**src/u2u_pkg.sv**
```systemverilog
// ----------------------------------------------------------------------------
// u2u_pkg
// Shared types, byte-class constants and lead-byte classification for the
// UTF-8 to UCS-2 stream decoder.
// ----------------------------------------------------------------------------
package u2u_pkg;

	localparam int unsigned MAX_RES = 3;

	localparam logic [15:0] REPL_RESET = 16'h003F;

	localparam logic [7:0] ASCII_LIMIT = 8'h80;
	localparam logic [7:0] LEAD2_MASK  = 8'hE0;
	localparam logic [7:0] LEAD2_VAL   = 8'hC0;
	localparam logic [7:0] LEAD3_MASK  = 8'hF0;
	localparam logic [7:0] LEAD3_VAL   = 8'hE0;
	localparam logic [7:0] LEAD4_MASK  = 8'hF8;
	localparam logic [7:0] LEAD4_VAL   = 8'hF0;
	localparam logic [7:0] LEAD5_MASK  = 8'hFC;
	localparam logic [7:0] LEAD5_VAL   = 8'hF8;
	localparam logic [7:0] LEAD6_MASK  = 8'hFE;
	localparam logic [7:0] LEAD6_VAL   = 8'hFC;
	localparam logic [7:0] CONT_MASK   = 8'hC0;
	localparam logic [7:0] CONT_VAL    = 8'h80;

	localparam logic [1:0] LEN_TWO   = 2'd2;
	localparam logic [1:0] LEN_THREE = 2'd3;

	localparam logic [2:0] SKIP_LEAD4 = 3'd3;
	localparam logic [2:0] SKIP_LEAD5 = 3'd4;
	localparam logic [2:0] SKIP_LEAD6 = 3'd5;

	typedef struct packed {
		logic [1:0] pend;
		logic [1:0] exp_len;
		logic [7:0] lead;
		logic [7:0] mid;
		logic [2:0] skip;
	} dec_state_t;

	typedef struct packed {
		logic [15:0] code;
		logic        rep;
	} res_t;

	typedef struct packed {
		logic       emit;
		logic       rep;
		logic       hold;
		logic [1:0] exp_len;
		logic [2:0] skip;
	} fresh_t;

	function automatic fresh_t fresh_decode(input logic [7:0] b);
		fresh_t f;
		f = '0;
		if (b < ASCII_LIMIT) begin
			f.emit = (b != 8'h00);
		end else if ((b & LEAD2_MASK) == LEAD2_VAL) begin
			f.hold    = 1'b1;
			f.exp_len = LEN_TWO;
		end else if ((b & LEAD3_MASK) == LEAD3_VAL) begin
			f.hold    = 1'b1;
			f.exp_len = LEN_THREE;
		end else if ((b & LEAD4_MASK) == LEAD4_VAL) begin
			f.emit = 1'b1;
			f.rep  = 1'b1;
			f.skip = SKIP_LEAD4;
		end else if ((b & LEAD5_MASK) == LEAD5_VAL) begin
			f.emit = 1'b1;
			f.rep  = 1'b1;
			f.skip = SKIP_LEAD5;
		end else if ((b & LEAD6_MASK) == LEAD6_VAL) begin
			f.emit = 1'b1;
			f.rep  = 1'b1;
			f.skip = SKIP_LEAD6;
		end else begin
			f.emit = 1'b1;
			f.rep  = 1'b1;
		end
		return f;
	endfunction

endpackage

```
**src/utf8_to_ucs2_stream_decoder.sv**
```systemverilog
// ----------------------------------------------------------------------------
// utf8_to_ucs2_stream_decoder
// Streaming UTF-8 to UCS-2 decoder with a programmable replacement code.
// ----------------------------------------------------------------------------
// Usage:
//   Bytes enter on the in channel (in_valid/in_ready) with end_of_string
//   marking the last byte of a string. Code units leave on the out channel
//   (out_valid/out_ready); last_of_run flags the final code unit caused by
//   one input byte. The replacement code is written on the cfg channel,
//   which is always ready; the user must write it only while the decoder
//   is idle, as the block does not enforce this. Each accepted byte is
//   decoded in the cycle it is taken and its burst of zero to three code
//   units lands in a three-entry result register, so the first code unit
//   appears in the cycle after acceptance. A byte that gives zero or one
//   code unit frees the result register in the cycle it drains, so with
//   out_ready held high one byte is taken every cycle. A longer burst
//   stalls input as it drains, a code unit each cycle out_ready is high.
//   When the receiver stalls, the current code unit holds and in_ready drops
//   once the result register is occupied.
//   Reset clears the held sequence, skip count and result count, so the
//   result register is empty, and sets the replacement code to 0x003F.
// ----------------------------------------------------------------------------
module utf8_to_ucs2_stream_decoder (
	input  logic        clk,
	input  logic        arst_n,
	input  logic        cfg_valid,
	output logic        cfg_ready,
	input  logic [15:0] cfg_data,
	input  logic        in_valid,
	output logic        in_ready,
	input  logic [7:0]  in_byte,
	input  logic        end_of_string,
	output logic        out_valid,
	input  logic        out_ready,
	output logic [15:0] code_unit,
	output logic        is_replacement,
	output logic        last_of_run
);

	u2u_pkg::dec_state_t st_q;
	u2u_pkg::dec_state_t st_nxt;
	u2u_pkg::res_t       res [u2u_pkg::MAX_RES];
	u2u_pkg::res_t       ent_s1 [u2u_pkg::MAX_RES];
	logic [1:0]          res_cnt;
	logic [1:0]          rem_q;
	logic [15:0]         repl_q;
	logic                in_acc;
	logic                out_acc;

	u2u_decode u_dec (
		.st            (st_q),
		.in_byte       (in_byte),
		.end_of_string (end_of_string),
		.repl          (repl_q),
		.st_nxt        (st_nxt),
		.res           (res),
		.res_cnt       (res_cnt)
	);

	assign cfg_ready      = 1'b1;
	assign out_valid      = rem_q != 2'd0;
	assign out_acc        = out_valid && out_ready;
	assign in_ready       = (rem_q == 2'd0) || (rem_q == 2'd1 && out_ready);
	assign in_acc         = in_valid && in_ready;
	assign code_unit      = ent_s1[0].code;
	assign is_replacement = ent_s1[0].rep;
	assign last_of_run    = rem_q == 2'd1;

	always_ff @(posedge clk or negedge arst_n) begin
		if (!arst_n) begin
			repl_q <= u2u_pkg::REPL_RESET;
		end else if (cfg_valid && cfg_ready) begin
			repl_q <= cfg_data;
		end
	end

	always_ff @(posedge clk or negedge arst_n) begin
		if (!arst_n) begin
			st_q  <= '0;
			rem_q <= 2'd0;
		end else if (in_acc) begin
			st_q  <= st_nxt;
			rem_q <= res_cnt;
		end else if (out_acc) begin
			rem_q <= rem_q - 2'd1;
		end
	end

	// load a new burst, or advance the current one
	always_ff @(posedge clk) begin
		if (in_acc) begin
			for (int i = 0; i < u2u_pkg::MAX_RES; i++) begin
				ent_s1[i] <= res[i];
			end
		end else if (out_acc) begin
			ent_s1[0] <= ent_s1[1];
			ent_s1[1] <= ent_s1[2];
		end
	end

	a_ready_drain: assert property (@(posedge clk) disable iff (!arst_n)
		(in_ready && rem_q != 2'd0) |-> (out_ready && last_of_run))
		else $error("input taken while a burst is still pending");

	a_burst_gapless: assert property (@(posedge clk) disable iff (!arst_n)
		(out_valid && out_ready && !last_of_run) |=> out_valid)
		else $error("gap inside a result burst");

	a_skip_no_hold: assert property (@(posedge clk) disable iff (!arst_n)
		(st_q.skip != 3'd0) |-> (st_q.pend == 2'd0))
		else $error("skip active with a held sequence");

	a_mid_three: assert property (@(posedge clk) disable iff (!arst_n)
		(st_q.pend == 2'd2) |-> (st_q.exp_len == u2u_pkg::LEN_THREE))
		else $error("middle byte held for a two-byte sequence");

endmodule

```
**src/u2u_decode.sv**
```systemverilog
// ----------------------------------------------------------------------------
// u2u_decode
// Combinational decode of one byte against the held sequence state: next
// state and the burst of up to three code units the byte causes.
// ----------------------------------------------------------------------------
module u2u_decode (
	input  u2u_pkg::dec_state_t st,
	input  logic [7:0]          in_byte,
	input  logic                end_of_string,
	input  logic [15:0]         repl,
	output u2u_pkg::dec_state_t st_nxt,
	output u2u_pkg::res_t       res [u2u_pkg::MAX_RES],
	output logic [1:0]          res_cnt
);

	u2u_pkg::fresh_t fr;
	u2u_pkg::res_t   rep_res;
	u2u_pkg::res_t   fr_res;
	logic            is_cont;
	logic            done;
	logic            had_mid;
	logic [15:0]     code;

	assign fr      = u2u_pkg::fresh_decode(in_byte);
	assign rep_res = '{code: repl, rep: 1'b1};
	assign fr_res  = fr.rep ? rep_res : u2u_pkg::res_t'{code: {8'h00, in_byte}, rep: 1'b0};
	assign is_cont = (in_byte & u2u_pkg::CONT_MASK) == u2u_pkg::CONT_VAL;
	assign done    = ({1'b0, st.pend} + 3'd1) >= {1'b0, st.exp_len};
	assign had_mid = st.pend >= 2'd2;
	assign code    = (st.exp_len == u2u_pkg::LEN_THREE) ?
		{st.lead[3:0], st.mid[5:0], in_byte[5:0]} :
		{5'b00000, st.lead[4:0], in_byte[5:0]};

	always_comb begin
		st_nxt  = st;
		res_cnt = 2'd0;
		for (int i = 0; i < u2u_pkg::MAX_RES; i++) begin
			res[i] = '0;
		end
		if (st.skip != 3'd0) begin
			st_nxt.skip = st.skip - 3'd1;
		end else if (st.pend == 2'd0) begin
			if (fr.emit) begin
				res[0]  = fr_res;
				res_cnt = 2'd1;
			end
			if (fr.hold) begin
				st_nxt.lead    = in_byte;
				st_nxt.pend    = 2'd1;
				st_nxt.exp_len = fr.exp_len;
			end
			st_nxt.skip = fr.skip;
		end else if (is_cont) begin
			if (done) begin
				st_nxt.pend    = 2'd0;
				st_nxt.exp_len = 2'd0;
				st_nxt.lead    = 8'h00;
				st_nxt.mid     = 8'h00;
				if (code != 16'h0000) begin
					res[0]  = '{code: code, rep: 1'b0};
					res_cnt = 2'd1;
				end
			end else begin
				st_nxt.mid  = in_byte;
				st_nxt.pend = 2'd2;
			end
		end else begin
			st_nxt.pend    = 2'd0;
			st_nxt.exp_len = 2'd0;
			st_nxt.lead    = 8'h00;
			st_nxt.mid     = 8'h00;
			res[0]  = rep_res;
			res_cnt = 2'd1;
			if (had_mid) begin
				res[1]  = rep_res;
				res_cnt = 2'd2;
			end
			if (fr.emit) begin
				res[res_cnt] = fr_res;
				res_cnt      = res_cnt + 2'd1;
			end
			if (fr.hold) begin
				st_nxt.lead    = in_byte;
				st_nxt.pend    = 2'd1;
				st_nxt.exp_len = fr.exp_len;
			end
			st_nxt.skip = fr.skip;
		end

		if (end_of_string) begin
			if (st_nxt.pend != 2'd0 && res_cnt != 2'd3) begin
				res[res_cnt] = rep_res;
				res_cnt      = res_cnt + 2'd1;
			end
			if (st_nxt.pend == 2'd2 && res_cnt != 2'd3) begin
				res[res_cnt] = rep_res;
				res_cnt      = res_cnt + 2'd1;
			end
			st_nxt = '0;
		end
	end

endmodule

```
**config.mk**
```make
export PLATFORM = sky130hd
export DESIGN_NAME = utf8_to_ucs2_stream_decoder
export DESIGN_NICKNAME = d
export VERILOG_FILES = /design/src/u2u_pkg.sv /design/src/utf8_to_ucs2_stream_decoder.sv /design/src/u2u_decode.sv
export SDC_FILE = /design/constraint.sdc
export NUM_CORES = 1
export LEC_CHECK = 0
export BUFFER_PORTS_ARGS = -buffer_cell sky130_fd_sc_hd__buf_2
export CAP_MARGIN = 0
export CORE_ASPECT_RATIO = 0.5
export CORE_MARGIN = 2
export CORE_UTILIZATION = 55
export CTS_CLUSTER_DIAMETER = 200
export DETAILED_ROUTE_END_ITERATION = 12
export PLACE_DENSITY_LB_ADDON = 0.2
export SKIP_CTS_REPAIR_TIMING = 1
export SLEW_MARGIN = 40
export SYNTH_ARGS = -nofsm -noshare
export SYNTH_HDL_FRONTEND = slang
export SYNTH_SLANG_ARGS = --single-unit
```
**constraint.sdc**
```tcl
create_clock -name clk -period 7.6 [get_ports clk]
set_clock_uncertainty 0.05 [all_clocks]
set_input_delay 0.38 -clock clk [delete_from_list [all_inputs] [get_ports clk]]
set_output_delay 0.38 -clock clk [all_outputs]
set_load 0.02 [all_outputs]
```
**Yosys cells after proc, flatten, opt, wreduce, memory -nomap -nowiden**

Memory sizes are Yosys's and may differ from the RTL's.
Index checks and enable logic that the tools add are counted.

- Bits in registers: 36
- Bits in writable memories: 51
- Latch bits: 0
- Memory bits (read-only): 0
- Memories kept: 1
- Output and inout port bits: 21

Memory list:

| memory | depth | bits a word | read ports | clocked after memory_dff | wr ports | line | RTL |
|---|---|---|---|---|---|---|---|
| ent_s1 | 3 | 17 | 3 | 0 | 3 | utf8_to_ucs2_stream_decoder.sv:43 | `u2u_pkg::res_t ent_s1 [u2u_pkg::MAX_RES];` |

- Magnitude comparators: 9
- Divide/modulo/power cells: 0
- Reduce and logical (&&, ||, !) cells: 20
- $mul: 0
- Add/subtract/negate cells: 6
- Shift operators: 0
- Bitwise operators: 5
- Multiplexer cells: 76
- Equality and inequality tests: 16

Operators with widths:

| operator | count |
|---|---|
| 51-bit 2-to-1 mux | 6 |
| 17-bit 2-to-1 mux | 15 |
| 51-bit bitwise mux | 3 |
| 17-bit demux with 2-bit select | 3 |
| 34-bit 2-to-1 mux | 2 |
| 20-bit 2-to-1 mux | 2 |
| 2-bit 2-to-1 mux | 18 |
| 3-bit 2-to-1 mux | 10 |
| 12-bit 2-to-1 mux | 2 |
| 23-bit 2-to-1 mux | 1 |
| 16-bit 2-to-1 mux | 1 |
| 8-bit 2-to-1 mux | 2 |
| 16-bit nonzero test | 1 |
| 11-bit 2-to-1 mux | 1 |
| 10-bit 2-to-1 mux | 1 |
| 3-bit >= comparator (second input constant) | 3 |
| 3-bit by 1-bit < comparator with 1-bit output (second input constant) | 3 |
| 2-bit inverter with 3-bit output | 3 |
| 1-bit logical AND | 8 |
| 8-bit < comparator (second input constant) | 1 |
| 1-bit 2-to-1 mux | 8 |
| 2-bit inequality test (second input constant) | 4 |
| 4-bit inequality test (second input constant) | 2 |
| 8-bit nonzero test | 1 |
| other kinds (23) | 31 |

**Longest topological paths before layout**

Gate-level depths: netlist of the first run.

- Word-level depth: 24
- Mapped depth: 18

**Modules after synthesis**

Synthesis of the first run repeated with hierarchy kept, for this count alone.

- Cells, all modules: 516
- Area, all modules: 5647.9 um^2

Modules (own cells, without submodules):

| module | seq. area each (um^2) | area each (um^2) | cells each | instances |
|---|---|---|---|---|
| utf8_to_ucs2_stream_decoder | 2565.0 | 3712.3 | 209 | 1 |
| u2u_decode | 0.0 | 1935.6 | 307 | 1 |

**Worst setup path after synthesis of the first run**

Ideal clock, no wire load.

- Path type: input to register
- Start: input port in_byte[3]
- End: memory ent_s1[0][14] (netlist name) (data pin)
- Buffers on the path: 2
- Setup time: 0.261 ns
- Setup slack: 3.383 ns
- Stages: 18
- Required time: 7.289 ns
- Data arrival time: 3.906 ns
- Cells stage by stage: buf_6 -> or4_4 -> nand2b_1 -> nand2_1 -> ha_1 -> nor2_1 -> nor2_1 -> a32oi_4 -> inv_1 -> ha_1 -> nor4bb_1 -> o21ai_0 -> o311ai_0 -> a21boi_0 -> o211a_1 -> buf_2 -> nor3_1 -> a221o_1

RTL lines:

| element | line | RTL |
|---|---|---|
| from (decl) | utf8_to_ucs2_stream_decoder.sv:31 | `input logic [7:0] in_byte,` |
| to (decl) | utf8_to_ucs2_stream_decoder.sv:43 |  |

==> results.sh, run 1 <==
export IMPL_finish_utilization_pct=62.1
export IMPL_antenna_found_initial=0
export IMPL_timing_final_crit_share_pct=64.1
export IMPL_vdd_drop_max_mv=0.159
export IMPL_end_kind="flop"
export IMPL_cts_max_level=3
export IMPL_powerDensity_nw_per_um2=380
export IMPL_cts_buffers=9
export IMPL_cts_root_buf="clkbuf_16"
export IMPL_port_buffers=49
export IMPL_clk_pin_slew_worst_paths_ps=70
export IMPL_crit_chain="inv_1 > ha_2 > nor3b_2 > nand3_1 > a32oi_4 > inv_1 > ha_1 > nor2_1 > o2111ai_1 > o311ai_0 > a21boi_0 > o211ai_1 > nand3_1 > o211ai_1"
export IMPL_syn_nets=582
export IMPL_netlist_top_cells_area="edfxtp_1, dfrtp_1, nand2_1"
export IMPL_viasPerCell=6.43
export IMPL_ys_ff_latch=87
export IMPL_drc=0
export IMPL_clock_sinks=87
export IMPL_relSlewSlack_pct=44.2
export IMPL_cp_slowest_stage_delay_ps=580
export IMPL_gp_congestion=0.916
export IMPL_seq_area_frac_synth_pct=45.9
export IMPL_die_area_um2=10500
export IMPL_final_area_um2=5850
export IMPL_num_nets_final=598
export IMPL_wl_per_cell_um=20.7
export IMPL_criticalPathCategory="flop to flop"
export IMPL_dpl_hpwl_um=9700
export IMPL_numPlacedInstances=674
export IMPL_ant_nets=0
export IMPL_cts_buffer_depth=2
export IMPL_worst_path_max_delay_cell="nor3b_2"
export IMPL_seqCellArea_um2=2440
export IMPL_multiInputGateArea_um2=2530
export IMPL_start_util_pct=56.4
export IMPL_hold_class="primary input to flop"
export IMPL_final_min_clock_period_ps=4870
export IMPL_cp_data_required_time_ps=7700
export IMPL_placed_cell_area_um2=5500
export IMPL_drt_iter0_markers=538
export IMPL_nFillCells=796
export IMPL_max_slew_worst_pin_slew_ps=826
export IMPL_final_cells=692
export IMPL_crit_buf_inv=2
export IMPL_ys_warn_count=0
export IMPL_track_usage_pct=28.6
export IMPL_core_um2=9420
export IMPL_fin_setup_tns_ps=0
export IMPL_insertion_delay_ps=340
export IMPL_drive_above_1_share_pct=19.9
export IMPL_synth_ff_type="edfxtp_1"
export IMPL_first_pass_iters=6
export IMPL_final_max_slew_viol_count=0
export IMPL_synth_edff_count=51
export IMPL_rows=25
export IMPL_path_delay_family="compound AO/OA/AOI/OAI gates"
export IMPL_synth_largest_area_cell="edfxtp_1"
export IMPL_synth_top_area_share_pct=28.8
export IMPL_p_leak_uw=0.00233
export IMPL_routed_wl_um=14300
export IMPL_status="finished, final reports clean"
export IMPL_overflow=0
export IMPL_drv_cap=0
export IMPL_cts_tree="done"
export IMPL_ys_types=69
export IMPL_die_h_um=73.5
export IMPL_grt_pass1_wl_um=22400
export IMPL_chipWidth_um=143
export IMPL_grt_max_degree=40
export IMPL_critical_path_arrival_ps=4970
export IMPL_syn2layout_area_growth_pct=10.1
export IMPL_place_ws_ps=2700
export IMPL_ys_async_sr_fraction_pct=41.4
export IMPL_antenna_cells=0
export IMPL_grt_pass1_vias=3999
export IMPL_rsz0062_at_grt="no"
export IMPL_max_freq_ghz=0.205
export IMPL_path_max_fanout=24
export IMPL_syn_inst=536
export IMPL_avgSynthCellArea_um2=9.91
export IMPL_synth_area_um2=5310
export IMPL_setup_ws_ps=2730
export IMPL_io_pins=51
export IMPL_vias=4449
export IMPL_setup_viol=0
export IMPL_final_hold_viol_count=0
export IMPL_cp_start_kind="flop"
[report_power, final]
| part | switching, uW | internal, uW | total, uW |
|---|---|---|---|
| Combinational | 651 | 337 | 988 |
| Clock | 202 | 262 | 464 |
| Sequential | 76.6 | 691 | 767 |
| Total | 929 | 1290 | 2220 |
[area by class of cell]
| type | instances | share of cell area (%) |
|---|---|---|
| multi-input combinational | 372 | 43.3 |
| sequential | 87 | 41.7 |
| timing repair buffer | 53 | 4.79 |
| clock buffer | 9 | 3.85 |
| tap | 135 | 2.89 |
| inverter | 29 | 1.86 |
| clock inverter | 7 | 1.54 |
[worst min-delay path: stages]
cell	delay [ps]
buf_2	80
nand2_1	40
o21ai_0	60
[per-stage QoR]
stage | power (uW) | hold slack [ps]
after floorplan | 1510 | 34.4
after global placement | 1710 | 417
after detailed placement | 1730 | 337
after CTS | 2200 | -34.7
after global routing | 2340 | 216
final | 2220 | 196
[sequential cells by signal, indices dropped and copies added, names as in the netlist]
name,count
rem_q,2
ent_s1,51
st_q,18
repl_q,16
[logic make-up after synthesis]
family          count (synthesis)  synth area share, %
simple gates                  159                 15.0
flops                          87                 45.9
other cells                     1               0.0706
compound gates                166                 22.2
mux                            29                 5.75
buf+inv                        77                 7.04
xor+xnor                        1                0.165
fa+ha+maj                      16                 3.91
[cell usage in the layout (no fill, tap or decap), types with 6 or more instances in the layout]
master     instances
a21boi_0          10
a21oi_1           35
a221o_1           12
a22o_1             9
a31oi_1            9
and2_1             7
buf_2             48
clkbuf_16          9
dfrtp_1           30
dfstp_2            6
edfxtp_1          51
ha_1              14
inv_1             28
mux2_2            11
mux2i_1           17
nand2_1           60
nand3_1           18
nand4_1            7
nor2_1            29
nor3_1             8
o211ai_1          13
o21ai_0           40
[Yosys cell counts, drive strengths merged (12+ instances only)]
| library cell | number |
|---|---|
| inv | 29 |
| ha | 15 |
| clkbuf | 21 |
| nor2 | 29 |
| nand3 | 18 |
| o21ai | 43 |
| edfxtp | 51 |
| dfrtp | 30 |
| a221o | 12 |
| mux2 | 12 |
| a21oi | 37 |
| mux2i | 17 |
| nand2 | 61 |
| o211ai | 13 |
| buf | 27 |
[layer usage]
metal | vias to the layer above | share of wire [%] | global-route usage, %
li1 | 2014 | - | -
met1 | 2158 | 46 | 43.8
met2 | 254 | 41 | 39.8
met3 | 23 | 12 | 7.50
met4 | 0 | 1.4 | 7.59
met5 | - | 0 | 0
[path summary, 6_finish.rpt]
kind                                  start      endpoint  slack (ps)  cells past startpoint
worst max-delay path               st_q[21]  ent_s1[0][6]        2730                     14
worst min-delay path            cfg_data[6]     repl_q[6]         200                      3
worst max register to register     st_q[21]  ent_s1[0][6]        2730                     14
worst min register to register      st_q[0]       st_q[0]         440                      1
max in group asynchronous            arst_n     repl_q[1]        6660                      2
min in group asynchronous            arst_n      rem_q[0]         490                      2
(Power assumes the default switching activity.)
==> run 2: changes to the inputs <==
==> constraint.sdc (replaced) <==
create_clock -name clk -period 4.5 [get_ports clk]
set_clock_uncertainty 0.05 [all_clocks]
set_input_delay 0.225 -clock clk [delete_from_list [all_inputs] [get_ports clk]]
set_output_delay 0.225 -clock clk [all_outputs]
set_load 0.02 [all_outputs]
==> run 2 against run 1 <==
Hold slack worse by 150 ps. Flip-flop and latch count stayed put. Wire length increased by 1.1%. Largest cell class unchanged. Largest power group unchanged. Global-route usage grew 0.19 points. Final area rose by 1.7%.
==> results.sh, run 2 (synthesized netlist as in run 1, its figures left out) <==
export IMPL_regMostFlops="ent_s1"
export IMPL_setup_ws_ps=262
export IMPL_mostFrequentLayoutCells="nand2_1, edfxtp_1, buf_2"
export IMPL_layout_commonest_cell="nand2_1"
export IMPL_final_hold_viol_count=0
export IMPL_multiInputGateArea_um2=2520
export IMPL_routed_wl_um=14500
export IMPL_drv_cap=0
export IMPL_worst_hold_slack_ps=44.6
export IMPL_port_buffers=49
export IMPL_clock_sinks=87
export IMPL_insertion_delay_ps=340
export IMPL_end_kind="flop"
export IMPL_r2r_start="st_q[21]"
export IMPL_overflow=0
export IMPL_nFillCells=759
export IMPL_track_usage_pct=28.7
export IMPL_final_min_clock_period_ps=4240
export IMPL_reg_top3="ent_s1: 51 flops, st_q: 18 flops, repl_q: 16 flops"
export IMPL_path_max_fanout=10
export IMPL_cts_tree="done"
export IMPL_gp_congestion=0.921
export IMPL_syn2layout_area_growth_pct=11.9
export IMPL_rsz0062_at_grt="no"
export IMPL_final_max_slew_viol_count=0
export IMPL_die_h_um=73.5
export IMPL_cts_max_level=3
export IMPL_vdd_drop_max_mv=0.298
export IMPL_io_pins=51
export IMPL_setup_viol=0
export IMPL_r2r_slack_ps=260
export IMPL_drive_above_1_share_pct=21.4
export IMPL_num_nets_final=615
export IMPL_max_slew_worst_pin_slew_ps=776
export IMPL_finish_utilization_pct=63.1
export IMPL_grt_max_degree=40
export IMPL_seqCellArea_um2=2440
export IMPL_antenna_found_initial=0
export IMPL_largest_reg_flops=51
export IMPL_wl_per_cell_um=20.4
export IMPL_cts_buffers=9
export IMPL_place_ws_ps=196
export IMPL_die_area_um2=10500
export IMPL_grt_pass1_vias=3924
export IMPL_max_freq_ghz=0.236
export IMPL_vias=4481
export IMPL_startpoint="st_q[21]"
export IMPL_rows=25
export IMPL_status="finished, final reports clean"
export IMPL_core_um2=9420
export IMPL_criticalPathCategory="flop to flop"
export IMPL_fin_setup_tns_ps=0
export IMPL_p_leak_uw=0.00240
export IMPL_viasPerCell=6.32
export IMPL_cp_data_required_time_ps=4550
export IMPL_first_pass_iters=5
export IMPL_antenna_cells=0
export IMPL_critical_path_arrival_ps=4280
export IMPL_dpl_hpwl_um=10000
export IMPL_powerDensity_nw_per_um2=628
export IMPL_timing_final_crit_share_pct=94.2
export IMPL_worst_r2r_path_depth=16
export IMPL_cts_buffer_depth=2
export IMPL_drc=0
export IMPL_drt_iter0_markers=470
export IMPL_chipWidth_um=143
export IMPL_r2r_end="ent_s1[0][9]"
export IMPL_worstHoldPathCells=3
export IMPL_hold_path_end="repl_q[4]"
export IMPL_hp_start="cfg_data[4]"
export IMPL_cp_start_kind="flop"
export IMPL_start_util_pct=56.4
export IMPL_clk_pin_slew_worst_paths_ps=70
export IMPL_grt_pass1_wl_um=22300
export IMPL_cts_root_buf="clkbuf_16"
export IMPL_relSlewSlack_pct=47.5
export IMPL_ant_nets=0
export IMPL_hold_class="primary input to flop"
==> run 2: how the worst max path moves through the flow <==
stage	to	slack, ps
finish	ent_s1[0][9]	260
global route	ent_s1[0][11]	10
CTS	ent_s1[0][9]	270
detailed placement	ent_s1[0][9]	200
global placement	ent_s1[0][11]	340
floorplan	ent_s1[0][14]	440
==> run 2: report_power, final <==
group	internal, uW	switching, uW
clock	382	333
combinational	623	1110
sequential	1170	124
total	2170	1570
==> run 2: worst max-delay path, cell delays in order, from the launching register on <==
cell and delay [ps]:
dfrtp_1 540, inv_1 160, ha_1 250, nor2_1 160, ha_1 260, nor2_1 120
nor2_1 80, a32oi_4 240, inv_1 100, ha_1 330, nor4bb_1 280, o21ai_0 120
o311ai_0 140, a21boi_1 330, o211a_1 420, nor4b_1 120, a221o_1 280
==> run 2: per-layer routing <==
metal / track usage [%] / vias to the layer above / part of all wire, %
li1: - / 2040 / -
met1: 44.0 / 2160 / 47
met2: 40.1 / 255 / 41
met3: 7.17 / 26 / 10
met4: 8.47 / 0 / 1.9
met5: 0 / - / 0
==> run 2: metrics by stage <==
| step | cells | area [um^2] | power (uW) |
|---|---|---|---|
| 6_report | 709 | 5940 | 3740 |
| 5_1_grt | 709 | 5940 | 3960 |
| 4_1_cts | 708 | 5920 | 3710 |
| 3_5_place_dp | 692 | 5640 | 2990 |
| 3_3_place_gp | 692 | 5620 | 2960 |
| 2_1_floorplan | 536 | 5310 | 2560 |
==> run 2: area by class of cell <==
class | instances | share of cell area [%]
tap | 135 | 2.84
clock inverter | 6 | 0.884
sequential | 87 | 41.0
inverter | 29 | 1.83
clock buffer | 10 | 3.85
multi-input combinational | 372 | 42.5
timing repair buffer | 70 | 7.07
